[config.mk]
export PLATFORM = sky130hd
export DESIGN_NAME = json_string_unescape_utf8
export DESIGN_NICKNAME = d
export VERILOG_FILES = /design/src/sv/jsu_pkg.sv /design/src/sv/jsu_front.sv /design/src/sv/jsu_queue.sv /design/src/sv/jsu_back.sv /design/src/sv/json_string_unescape_utf8.sv
export SDC_FILE = /design/constraint.sdc
export NUM_CORES = 1
export LEC_CHECK = 0
export BUFFER_PORTS_ARGS = -buffer_cell sky130_fd_sc_hd__buf_2
export CORE_MARGIN = 4
export CORE_UTILIZATION = 60
export CTS_BUF_LIST = sky130_fd_sc_hd__clkbuf_16
export DETAILED_ROUTE_END_ITERATION = 6
export PLACE_DENSITY = 0.78
export SETUP_SLACK_MARGIN = 0.4
export SKIP_LAST_GASP = 1
export SLEW_MARGIN = 20
export SYNTH_ARGS = -nofsm -noshare
export SYNTH_HDL_FRONTEND = slang
export SYNTH_SLANG_ARGS = --single-unit
[constraint.sdc]
create_clock -name clk -period 4.9 [get_ports clk]
set_clock_uncertainty 0.2 [all_clocks]
set_input_delay 0.735 -clock clk [delete_from_list [all_inputs] [get_ports clk]]
set_output_delay 0.735 -clock clk [all_outputs]
set_load 0.02 [all_outputs]
[src/sv/jsu_pkg.sv]
package jsu_pkg;

	typedef enum logic [1:0] {
		MODE_IDLE,
		MODE_TEXT,
		MODE_ESC,
		MODE_HEX
	} mode_t;

	typedef enum logic [1:0] {
		KIND_DATA,
		KIND_END_OK,
		KIND_TOO_LONG,
		KIND_FORMAT_ERR
	} kind_t;

	// One classified input byte: up to three result beats of the same kind.
	typedef struct packed {
		logic [1:0] n;
		kind_t      kind;
		logic [7:0] b0;
		logic [7:0] b1;
		logic [7:0] b2;
	} cmd_t;

	localparam int QDEPTH = 4;
	localparam int QAW    = 2;

	localparam logic [10:0] MAX_LEN_RESET = 11'd64;

endpackage

[src/sv/jsu_front.sv]
module jsu_front import jsu_pkg::*; #(
	parameter int LEN_LIMIT = 1024
) (
	input  logic        clk,
	input  logic        arst_n,
	input  logic        s_tvalid,
	output logic        s_tready,
	input  logic [7:0]  s_tdata,
	input  logic        cfg_valid,
	output logic        cfg_ready,
	input  logic [10:0] cfg_data,
	input  logic        q_full,
	output logic        q_push,
	output cmd_t        q_cmd
);

	localparam int LW = $clog2(LEN_LIMIT + 1);
	localparam int CW = ((LW > 11) ? LW : 11) + 1;

	localparam logic [7:0] CH_QUOTE = 8'h22;
	localparam logic [7:0] CH_BSL   = 8'h5C;
	localparam logic [7:0] CH_SP    = 8'h20;
	localparam logic [7:0] CH_TAB   = 8'h09;
	localparam logic [7:0] CH_LF    = 8'h0A;
	localparam logic [7:0] CH_CR    = 8'h0D;
	localparam logic [7:0] CH_B     = 8'h62;
	localparam logic [7:0] CH_F     = 8'h66;
	localparam logic [7:0] CH_N     = 8'h6E;
	localparam logic [7:0] CH_R     = 8'h72;
	localparam logic [7:0] CH_T     = 8'h74;
	localparam logic [7:0] CH_U     = 8'h75;

	// Returns the digit value with a valid flag in the top bit.
	function automatic logic [4:0] hex_val(input logic [7:0] b);
		logic [4:0] r;
		r = 5'd0;
		if (b >= 8'h30 && b <= 8'h39) r = {1'b1, b[3:0]};
		else if ((b >= 8'h41 && b <= 8'h46) || (b >= 8'h61 && b <= 8'h66))
			r = {1'b1, b[3:0] + 4'd9};
		return r;
	endfunction

	mode_t       mode_q, mode_d;
	logic [2:0]  hex_count_q, hex_count_d;
	logic [15:0] cp_q, cp_d;
	logic        hex_stopped_q, hex_stopped_d;
	logic [LW-1:0] len_q, len_d;
	logic [10:0] max_len_q;

	logic          accept;
	logic [4:0]    hv;
	logic          hex_take;
	logic [15:0]   cp_upd;
	logic [2:0]    cnt_inc;
	logic          hex_done;
	cmd_t          cmd;
	logic [1:0]    n_data;
	logic [LW:0]   len_sum;
	logic [CW-1:0] cap;
	logic [CW-1:0] len_plus;

	assign s_tready  = !q_full;
	assign cfg_ready = 1'b1;
	assign accept    = s_tvalid && s_tready;

	assign hv       = hex_val(s_tdata);
	assign hex_take = !hex_stopped_q && hv[4];
	assign cp_upd   = hex_take ? {cp_q[11:0], hv[3:0]} : cp_q;
	assign cnt_inc  = hex_count_q + 3'd1;
	assign hex_done = cnt_inc >= 3'd4;

	assign cap = (CW'(max_len_q) > CW'(LEN_LIMIT)) ? CW'(LEN_LIMIT) : CW'(max_len_q);
	assign len_plus = CW'(len_q) + CW'(1);

	assign n_data  = (cmd.kind == KIND_DATA) ? cmd.n : 2'd0;
	assign len_sum = (LW + 1)'(len_q) + (LW + 1)'(n_data);

	always_comb begin
		mode_d        = mode_q;
		hex_count_d   = hex_count_q;
		cp_d          = cp_q;
		hex_stopped_d = hex_stopped_q;
		len_d         = (len_sum > (LW + 1)'(LEN_LIMIT)) ? LW'(LEN_LIMIT) : len_sum[LW-1:0];
		unique case (mode_q)
			MODE_IDLE: begin
				if (s_tdata == CH_QUOTE) begin
					mode_d = MODE_TEXT;
					len_d  = '0;
				end
			end
			MODE_TEXT: begin
				if (s_tdata == CH_QUOTE) mode_d = MODE_IDLE;
				else if (s_tdata == CH_BSL) mode_d = MODE_ESC;
			end
			MODE_ESC: begin
				if (s_tdata == CH_U) begin
					mode_d        = MODE_HEX;
					hex_count_d   = 3'd0;
					cp_d          = 16'd0;
					hex_stopped_d = 1'b0;
				end else begin
					mode_d = MODE_TEXT;
				end
			end
			MODE_HEX: begin
				if (hex_done) begin
					mode_d        = MODE_TEXT;
					hex_count_d   = 3'd0;
					cp_d          = 16'd0;
					hex_stopped_d = 1'b0;
				end else begin
					hex_count_d   = cnt_inc;
					cp_d          = cp_upd;
					hex_stopped_d = !hex_take;
				end
			end
			default: mode_d = MODE_IDLE;
		endcase
	end

	always_comb begin
		cmd      = '0;
		cmd.kind = KIND_DATA;
		unique case (mode_q)
			MODE_IDLE: begin
				if (s_tdata != CH_QUOTE && s_tdata != CH_SP && s_tdata != CH_TAB &&
				    s_tdata != CH_LF && s_tdata != CH_CR) begin
					cmd.n    = 2'd1;
					cmd.kind = KIND_FORMAT_ERR;
				end
			end
			MODE_TEXT: begin
				if (s_tdata == CH_QUOTE) begin
					cmd.n    = 2'd1;
					cmd.kind = (len_plus < cap) ? KIND_END_OK : KIND_TOO_LONG;
				end else if (s_tdata != CH_BSL) begin
					cmd.n  = 2'd1;
					cmd.b0 = s_tdata;
				end
			end
			MODE_ESC: begin
				if (s_tdata != CH_U) begin
					cmd.n = 2'd1;
					unique case (s_tdata)
						CH_B:    cmd.b0 = 8'h08;
						CH_F:    cmd.b0 = 8'h0C;
						CH_N:    cmd.b0 = 8'h0A;
						CH_R:    cmd.b0 = 8'h0D;
						CH_T:    cmd.b0 = 8'h09;
						default: cmd.b0 = s_tdata;
					endcase
				end
			end
			MODE_HEX: begin
				if (hex_done) begin
					if (cp_upd <= 16'd127) begin
						cmd.n  = 2'd1;
						cmd.b0 = cp_upd[7:0];
					end else if (cp_upd <= 16'd2047) begin
						cmd.n  = 2'd2;
						cmd.b0 = 8'b11000000 | {3'b000, cp_upd[10:6]};
						cmd.b1 = 8'b10000000 | {2'b00, cp_upd[5:0]};
					end else begin
						cmd.n  = 2'd3;
						cmd.b0 = 8'b11100000 | {4'b0000, cp_upd[15:12]};
						cmd.b1 = 8'b10000000 | {2'b00, cp_upd[11:6]};
						cmd.b2 = 8'b10000000 | {2'b00, cp_upd[5:0]};
					end
				end
			end
			default: cmd.n = 2'd0;
		endcase
	end

	assign q_cmd  = cmd;
	assign q_push = accept && (cmd.n != 2'd0);

	always_ff @(posedge clk or negedge arst_n) begin
		if (!arst_n) begin
			mode_q        <= MODE_IDLE;
			hex_count_q   <= 3'd0;
			cp_q          <= 16'd0;
			hex_stopped_q <= 1'b0;
			len_q         <= '0;
		end else if (accept) begin
			mode_q        <= mode_d;
			hex_count_q   <= hex_count_d;
			cp_q          <= cp_d;
			hex_stopped_q <= hex_stopped_d;
			len_q         <= len_d;
		end
	end

	always_ff @(posedge clk or negedge arst_n) begin
		if (!arst_n) begin
			max_len_q <= MAX_LEN_RESET;
		end else if (cfg_valid && cfg_ready) begin
			max_len_q <= cfg_data;
		end
	end

`ifndef SYNTHESIS
	a_hex_count_range: assert property (@(posedge clk) disable iff (!arst_n)
		hex_count_q < 3'd4)
		else $error("hex digit count out of range");
	a_hex_idle: assert property (@(posedge clk) disable iff (!arst_n)
		mode_q != MODE_HEX |-> (hex_count_q == 3'd0 && cp_q == 16'd0 && !hex_stopped_q))
		else $error("hex state not cleared outside an escape");
	a_len_sat: assert property (@(posedge clk) disable iff (!arst_n)
		len_q <= LW'(LEN_LIMIT))
		else $error("decoded length beyond its limit");
`endif

endmodule

[src/sv/jsu_queue.sv]
module jsu_queue import jsu_pkg::*; (
	input  logic clk,
	input  logic arst_n,
	input  logic push,
	input  cmd_t push_cmd,
	output logic full,
	input  logic pop,
	output logic empty,
	output cmd_t head
);

	cmd_t         mem_q [QDEPTH];
	logic [QAW-1:0] wr_ptr_q;
	logic [QAW-1:0] rd_ptr_q;
	logic [QAW:0]   count_q;

	assign full  = count_q == (QAW + 1)'(QDEPTH);
	assign empty = count_q == '0;
	assign head  = mem_q[rd_ptr_q];

	always_ff @(posedge clk) begin
		if (push) mem_q[wr_ptr_q] <= push_cmd;
	end

	always_ff @(posedge clk or negedge arst_n) begin
		if (!arst_n) begin
			wr_ptr_q <= '0;
			rd_ptr_q <= '0;
			count_q  <= '0;
		end else begin
			if (push) wr_ptr_q <= wr_ptr_q + QAW'(1);
			if (pop) rd_ptr_q <= rd_ptr_q + QAW'(1);
			if (push && !pop) count_q <= count_q + (QAW + 1)'(1);
			else if (pop && !push) count_q <= count_q - (QAW + 1)'(1);
		end
	end

`ifndef SYNTHESIS
	a_no_overflow: assert property (@(posedge clk) disable iff (!arst_n)
		!(push && full))
		else $error("push into a full queue");
	a_no_underflow: assert property (@(posedge clk) disable iff (!arst_n)
		pop |-> !empty)
		else $error("pop from an empty queue");
	a_count_range: assert property (@(posedge clk) disable iff (!arst_n)
		count_q <= (QAW + 1)'(QDEPTH))
		else $error("queue count out of range");
	a_head_valid: assert property (@(posedge clk) disable iff (!arst_n)
		!empty |-> head.n != 2'd0)
		else $error("queue holds an entry with no beats");
`endif

endmodule

[src/sv/jsu_back.sv]
module jsu_back import jsu_pkg::*; (
	input  logic       clk,
	input  logic       arst_n,
	input  logic       q_empty,
	input  cmd_t       q_head,
	output logic       q_pop,
	output logic       m_tvalid,
	input  logic       m_tready,
	output logic [7:0] m_tdata,
	output logic [1:0] m_tuser,
	output logic       m_tlast
);

	logic [1:0] idx_q;
	logic       valid_q;
	logic [7:0] byte_q;
	kind_t      kind_q;
	logic       last_q;

	logic       load;
	logic       beat_last;
	logic [7:0] beat_byte;

	assign load      = !q_empty && (!valid_q || m_tready);
	assign beat_last = idx_q == (q_head.n - 2'd1);
	assign q_pop     = load && beat_last;

	always_comb begin
		unique case (idx_q)
			2'd0:    beat_byte = q_head.b0;
			2'd1:    beat_byte = q_head.b1;
			default: beat_byte = q_head.b2;
		endcase
	end

	always_ff @(posedge clk or negedge arst_n) begin
		if (!arst_n) begin
			valid_q <= 1'b0;
			idx_q   <= 2'd0;
		end else begin
			if (load) valid_q <= 1'b1;
			else if (m_tready) valid_q <= 1'b0;
			if (load) idx_q <= beat_last ? 2'd0 : idx_q + 2'd1;
		end
	end

	always_ff @(posedge clk) begin
		if (load) begin
			byte_q <= beat_byte;
			kind_q <= q_head.kind;
			last_q <= beat_last;
		end
	end

	assign m_tvalid = valid_q;
	assign m_tdata  = byte_q;
	assign m_tuser  = kind_q;
	assign m_tlast  = last_q;

`ifndef SYNTHESIS
	a_partial_held: assert property (@(posedge clk) disable iff (!arst_n)
		idx_q != 2'd0 |-> (!q_empty && idx_q < q_head.n))
		else $error("partly sent entry left the queue head");
	a_idx_restart: assert property (@(posedge clk) disable iff (!arst_n)
		q_pop |=> idx_q == 2'd0)
		else $error("beat index not restarted after pop");
	a_pop_loads: assert property (@(posedge clk) disable iff (!arst_n)
		q_pop |=> (valid_q && last_q))
		else $error("final beat of an entry not marked last");
`endif

endmodule

[src/sv/json_string_unescape_utf8.sv]
// Channel | Dir | Handshake             | Payload
// s       | in  | s_tvalid / s_tready   | s_tdata[7:0] in_byte
// m       | out | m_tvalid / m_tready   | m_tdata[7:0] out_byte, m_tuser[1:0] kind, m_tlast
// cfg     | in  | cfg_valid / cfg_ready | cfg_data[10:0] max_len
//
// One input byte is accepted every cycle while the four-entry result queue has room.
// A byte's result beats pass through the result queue and the back end's output register to m_tdata.
// A \u escape yields up to three beats from one byte, drained by the back end at one a cycle while m_tready is high.
// s_tready falls only when the queue is full; cfg_ready is always high.
// Reset clears the parser state and restores max_len to 64; there is no clearing pass.
module json_string_unescape_utf8 import jsu_pkg::*; #(
	parameter int LEN_LIMIT = 1024
) (
	input  logic        clk,
	input  logic        arst_n,
	input  logic        s_tvalid,
	output logic        s_tready,
	input  logic [7:0]  s_tdata,   // [7:0] in_byte
	output logic        m_tvalid,
	input  logic        m_tready,
	output logic [7:0]  m_tdata,   // [7:0] out_byte
	output logic [1:0]  m_tuser,   // [1:0] kind
	output logic        m_tlast,
	input  logic        cfg_valid,
	output logic        cfg_ready,
	input  logic [10:0] cfg_data
);

	logic q_full;
	logic q_push;
	cmd_t q_cmd;
	logic q_pop;
	logic q_empty;
	cmd_t q_head;

	jsu_front #(
		.LEN_LIMIT(LEN_LIMIT)
	) u_front (
		.clk      (clk),
		.arst_n   (arst_n),
		.s_tvalid (s_tvalid),
		.s_tready (s_tready),
		.s_tdata  (s_tdata),
		.cfg_valid(cfg_valid),
		.cfg_ready(cfg_ready),
		.cfg_data (cfg_data),
		.q_full   (q_full),
		.q_push   (q_push),
		.q_cmd    (q_cmd)
	);

	jsu_queue u_queue (
		.clk     (clk),
		.arst_n  (arst_n),
		.push    (q_push),
		.push_cmd(q_cmd),
		.full    (q_full),
		.pop     (q_pop),
		.empty   (q_empty),
		.head    (q_head)
	);

	jsu_back u_back (
		.clk     (clk),
		.arst_n  (arst_n),
		.q_empty (q_empty),
		.q_head  (q_head),
		.q_pop   (q_pop),
		.m_tvalid(m_tvalid),
		.m_tready(m_tready),
		.m_tdata (m_tdata),
		.m_tuser (m_tuser),
		.m_tlast (m_tlast)
	);

endmodule
# ---- Word-level counts from Yosys, hierarchy flattened
# Memories as Yosys holds them, arrays and structs flattened.
# Cells that the tools add are included.
dict set report totals {
  inputBits 24
  out_inout_bits 14
  ram_bits 112
  elab_cells 148
  reg_bits 65
  n_memories 1
}
# memory words width rd rd_ports_with_merged_regs write_ports line
set memory_table {}
lappend memory_table {u_queue.mem_q 4 28 1 0 1 jsu_queue.sv:12} ;# cmd_t mem_q [QDEPTH];
dict set report op_classes {
  eq_ne 25
  addsub 10
  reduce_logical 33
  order_cmp 12
  muxes 53
}
# operator n
set ops {}
lappend ops {{$mux 16} 5}
lappend ops {{$eq 8x7->1 const B} 7}
lappend ops {{$mux 11} 4}
lappend ops {{$mux 8} 5}
lappend ops {{$pmux 8 s5} 1}
lappend ops {{$pmux 16 s2} 1}
lappend ops {{$mux 24} 1}
lappend ops {{$ne 8x4->1 const B} 3}
lappend ops {{$pmux 8 s3} 1}
lappend ops {{$mux 2} 11}
lappend ops {{$ge 8x7->1 const B} 2}
lappend ops {{$le 16x11->1 const B} 1}
lappend ops {{$le 16x7->1 const B} 1}
lappend ops {{$le 8x7->1 const B} 2}
lappend ops {{$ne 8x6->1 const B} 2}
lappend ops {{$ne 8x7->1 const B} 2}
lappend ops {{$pmux 2 s4} 2}
lappend ops {{$pmux 8 s2} 1}
lappend ops {{$mux 3} 5}
lappend ops {{$logic_and 1x1->1} 14}
lappend ops {{$mux 14} 1}
lappend ops {{$add 11x1->12 const B} 1}
lappend ops {{$add 11x2->12} 1}
lappend ops {{$gt 12x11->1 const B} 1}
lappend ops {{29 further kinds} 58}

# ---- Depth between registers and ports, before layout
dict set report depth {
  depth_word 18
  ltp_mapped 18
  depth_no_buf 16
}

# ---- By module
# A second synthesis with hierarchy kept.
dict set report unflattened {
  hier_cells 715
  hier_area_um2 8986.1
}
# module seq_area_each_um2 area_each_um2 instances cells_per_inst
set modules_own_cells {}
lappend modules_own_cells {jsu_queue 3538.4 4435.5 1 180}
lappend modules_own_cells {jsu_front 1102.3 3886.2 1 475}
lappend modules_own_cells {jsu_back 405.4 664.4 1 60}

# ---- Worst setup path before layout
# OpenSTA, ideal clock, no wires.
dict set report synth_path {
  kind {input -> register}
  start {input port s_tdata[1]}
  end {register u_front.len_q[5]}
  arrival_ns 4.403
  path_slack_ns 0.210
  stages 15
  setup_ns 0.087
  required_ns 4.613
  path_cell_list {inv_1 ha_1 nor3b_1 nor4_4 nor4_1 nor3_2 and3_1 ha_1 a21oi_1 nor3_1 mux2_2 a2111oi_0 buf_2 o21bai_1 a22oi_1}
}
# item line
set synth_rtl {}
lappend synth_rtl {{start: declaration} json_string_unescape_utf8.sv:18} ;# input logic [7:0] s_tdata,
lappend synth_rtl {{end signal: assignment} jsu_front.sv:190} ;# len_q <= len_d;
lappend synth_rtl {{end: declaration} jsu_front.sv:47} ;# logic [LW-1:0] len_q, len_d;

# ---- Worst setup path in the final report
dict set report layout_path {
  start {input port s_tdata[4]}
  end {register u_front.len_q[6]}
}
dict set report layout_via {
  elab_chain_len 18
  elab_cells_between_ends 45
  cone_classes {add/sub (1); order compare (9); eq/ne (8); mux (17); reduce/logical (10)}
}
# item line
set layout_rtl {}
lappend layout_rtl {{$ge 8x7->1 / $le 8x7->1 (equally long branches)} jsu_front.sv:38} ;# else if ((b >= 8'h41 && b <= 8'h46) || (b >= 8'h61 && b <= 8'h66))
lappend layout_rtl {{$logic_and 1x1->1} jsu_front.sv:38}
lappend layout_rtl {{$logic_or 1x1->1} jsu_front.sv:38}
lappend layout_rtl {{$mux 5} jsu_front.sv:38}
lappend layout_rtl {{$mux 5} jsu_front.sv:37} ;# if (b >= 8'h30 && b <= 8'h39) r = {1'b1, b[3:0]};
lappend layout_rtl {{$logic_and 1x1->1} jsu_front.sv:67} ;# assign hex_take = !hex_stopped_q && hv[4];
lappend layout_rtl {{$mux 16} jsu_front.sv:68} ;# assign cp_upd = hex_take ? {cp_q[11:0], hv[3:0]} : cp_q;
lappend layout_rtl {{$le 16x11->1} jsu_front.sv:159} ;# end else if (cp_upd <= 16'd2047) begin
lappend layout_rtl {{[2 not listed]} -}
lappend layout_rtl {{$mux 2} jsu_front.sv:155} ;# if (hex_done) begin
lappend layout_rtl {{$pmux 2 s4} jsu_front.sv:124} ;# unique case (mode_q)
lappend layout_rtl {{$mux 2} jsu_front.sv:75} ;# assign n_data = (cmd.kind == KIND_DATA) ? cmd.n : 2'd0;
lappend layout_rtl {{$add 11x2->12} jsu_front.sv:76} ;# assign len_sum = (LW + 1)'(len_q) + (LW + 1)'(n_data);
lappend layout_rtl {{$gt 12x11->1} jsu_front.sv:83} ;# len_d = (len_sum > (LW + 1)'(LEN_LIMIT)) ? LW'(LEN_LIMIT) : len_sum[LW-1:0];
lappend layout_rtl {{$mux 11} jsu_front.sv:83}
lappend layout_rtl {{$mux 11} jsu_front.sv:86} ;# if (s_tdata == CH_QUOTE) begin
lappend layout_rtl {{$mux 11 (*)} jsu_front.sv:84} ;# unique case (mode_q)
# Every way passes the cells marked *; elsewhere a longest branch is shown, timed or not.
# A chain may end at the register's enable or synchronous reset.

==> results.ini <==
[outcome]
status = finished clean

[sta]
fin_crit_sh_pct = 87.2
drv_slew = 0
rsz0062_at_grt = false
relSlewSlack_pct = 32.0
setup_viol = 0
clock.fmax_mhz = 234
finalHoldViolCount = 0
period_needed_ns = 4.27
setup_tns_ns = 0
tightestPinTransition_ns = 1.02

[floorplanning]
coreArea_um2 = 14000
io_pins = 38
initial_core_util_pct = 61.9
die_area_um2 = 16400
chipHeight_um = 128
die_width_um = 128
rows = 43

[final_layout]
seqCellArea_um2 = 4810
fillers = 992
design_area_um2 = 9720
multi_input_area_um2 = 3660
area_growth_pct = 12.2
drive_gt1_share_pct = 20.9
nets = 790
finalCoreUtilization_pct = 69.5
diodes = 0

[global_route]
gr-usage-all-layers_pct = 24.5
grt_pass1_vias = 5774
grt_use_met3_pct = 4.83
grt_antenna_before_repair = 0
grt_max_degree = 55
met1_usage_pct = 35.0
grt_pass1_wl_um = 30900
grt_busiest_layer = met2
grt_overflow = 0
grtUsageMet2_pct = 38.5

[synth]
synth_top_area_share_pct = 39.9
synthFlopType = edfxtp_1
ys_seq_elements = 169
syn_avg_cell_area_um2 = 12.5
synth_cell_types = 72
yosys.area.top_type = edfxtp_1
synthTopCellsByArea = edfxtp_1 40%, dfrtp_1 15%, mux4_2 6.8%, ha_1 4.6%, nand2_1 2.6%
yosys.cell_count.top_type = edfxtp_1
syn_area_um2 = 8660
syn-num-nets = 750
async_flop_share_pct = 32.0
syn_inst = 692
ys_warn_count = 0
synthTopCellsByCount = 115 x edfxtp_1, 60 x nand2_1, 53 x dfrtp_1
synth_edf_count = 115
yosysSeqAreaShare_pct = 55.5

[clocking]
hold_buffers = 0
clkTransAtPathRegs_ns = 0.07
root_buffer = clkbuf_16
clock-sinks = 169
numCtsBuffers = 17
tritoncts = built
clk_path_buf_depth = 2
cts.htree.levels = 4
worstSkewPairLatency_ns = 0.42

[worst_setup_path]
rr_startpoint = u_front.cp_q[8]
startpoint = s_tdata[4]
start_kind = input pin
end_kind = register
worst-endpoint-required_ns = 5.04
crit_arrival_ns = 4.41
worstPathCellList = buf_2 -> or4b_4 -> or3_4 -> a21oi_4 -> a221oi_2 -> nor2_1 -> nor2_1 -> ha_1 -> fa_2 -> nor4_1 -> o21ai_0 -> a2111oi_4 -> buf_4 -> o21bai_1 -> a22oi_1
cpPeakStageDelay_ns = 0.58
crit_type = input pin to register
slowest_stage = or4b_4
crit_fanout = 12
path_common_cell = nor2_1

[power_and_ir_drop]
pwr-share-seq_pct = 41.6
swShare_pct = 33.5
total_power_w = 0.00509
internal_power_w = 0.00339
p_per_area_nw_per_um2 = 524
pwr-share-comb_pct = 33.4
pwr-share-clk_pct = 25.1
power_leakage_nw = 3.78
switchingPower_w = 0.00171
peakVddDrop_mv = 0.253

[route]
drcViolationCount = 0
dr.pass1.iters = 5
ant_nets = 0
vias_per_cell = 6.29
vias = 5820
drt_iter0_drc = 594
wl_per_cell_um = 20.5
wl_um = 19000

[place]
port_buffers = 36
gp_congestion = 0.934
post_dp_cell_area_um2 = 9100
hpwl_um = 12600

[flow_run]
cap_violations = 0

[hold_path]
hp-class = input pin to async pin

[worst paths after layout]
kind                                           end  slack, ns  cells past startpoint
worst max-delay path              u_front.len_q[6]       0.63                     15
worst min-delay path               u_back.idx_q[1]       0.23                      2
worst max register to register    u_front.len_q[6]       0.71                     14
worst min register to register  u_queue.count_q[2]       0.30                      1
max in group asynchronous          u_front.cp_q[6]       3.77                      2
min in group clk                u_queue.count_q[2]       0.30                      1
[cell usage in the layout, fill, tap and decap left out, types with 6 or more instances in the layout]
cell type	instances
nand3_1	13
nor4_1	6
a31oi_1	6
buf_4	19
nor2_1	34
a221o_1	7
o21a_1	6
mux2_2	15
clkbuf_16	20
mux2i_1	8
xor2_1	8
buf_2	36
edfxtp_1	115
o22ai_1	12
nand2_1	60
nor2b_1	12
inv_1	38
a22o_1	12
o31ai_1	7
o21ai_0	30
a21o_1	9
xnor2_1	11
nor3_1	15
ha_1	31
or3_1	9
o21bai_1	7
and2_1	7
a21oi_1	18
and3_1	6
or2_2	7
dfrtp_1	53
mux4_2	26
[registers in the layout, summed over array words and instances (netlist names)]
| name | count |
|---|---|
| u_back.idx_q | 2 |
| u_back.m_tdata | 8 |
| u_back.m_tuser | 2 |
| u_front.len_q | 11 |
| u_back.m_tvalid | 1 |
| u_back.m_tlast | 1 |
| u_queue.count_q | 3 |
| u_front.hex_stopped_q | 1 |
| u_queue.mem_q | 104 |
| u_queue.wr_ptr_q | 2 |
| u_queue.rd_ptr_q | 2 |
| u_front.mode_q | 2 |
| u_front.hex_count_q | 3 |
| u_front.max_len_q | 11 |
| u_front.cp_q | 16 |
[what timing repair did]
action                                 CTS  global route
gates resized for setup                  0             5
setup endpoints to repair                0             6
endpoints found under the hold margin    0             0
buffers inserted                         0             3
[final cells by class]
class / count / area share (%)
Sequential cell: 169 / 49.5
Multi-Input combinational cell: 455 / 37.7
Clock buffer: 20 / 5.15
Timing Repair Buffer: 55 / 3.32
Tap cell: 180 / 2.32
Inverter: 34 / 1.31
Clock inverter: 12 / 0.721
[power groups by stage]
stage | clock [W] | combinational (W) | sequential, W
2_1_floorplan | 0 | 0.00119 | 0.00212
6_report | 0.00128 | 0.00170 | 0.00212
3_3_place_gp | 0 | 0.00163 | 0.00211
4_1_cts | 0.00129 | 0.00171 | 0.00212
3_5_place_dp | 0 | 0.00168 | 0.00213
5_1_grt | 0.00137 | 0.00186 | 0.00215
[kinds of logic (layout without fill, tap and decap cells)]
family / Yosys count / in the layout / share of synthesized area (%)
compound gates: 145 / 145 / 11.9
xor+xnor: 19 / 19 / 1.92
fa+ha+maj: 34 / 34 / 5.08
buf+inv: 68 / 121 / 3.24
flops: 169 / 169 / 55.5
mux: 50 / 50 / 9.81
other cells: 1 / 1 / 0.0433
simple gates: 206 / 206 / 12.5
[per-layer routing]
metal  vias up  wire length [um]
met4         0               306
met1      2892              8370
li1       2685                 -
met5         -                 0
met2       213              9120
met3        30              1190
[critical path: cells and delay by family]
| family | cells | cell delay, ns |
|---|---|---|
| buffers and inverters | 2 | 0.39 |
| AND/OR/NAND/NOR | 5 | 1.55 |
| adder cells (fa/ha/maj) | 2 | 0.63 |
| AO/OA/AOI/OAI | 6 | 1.09 |
[stage by stage]
stage | hold slack, ns | std cells | setup WS, ns
3_5_place_dp | 0.287 | 890 | 0.0834
4_1_cts | 0.260 | 922 | 0.538
6_report | 0.225 | 925 | 0.629
2_1_floorplan | 0.239 | 692 | 0.402
5_1_grt | 0.296 | 925 | 0.403
3_3_place_gp | 0.270 | 890 | 0.244
No activity file was read; power rests on OpenSTA's default activity.
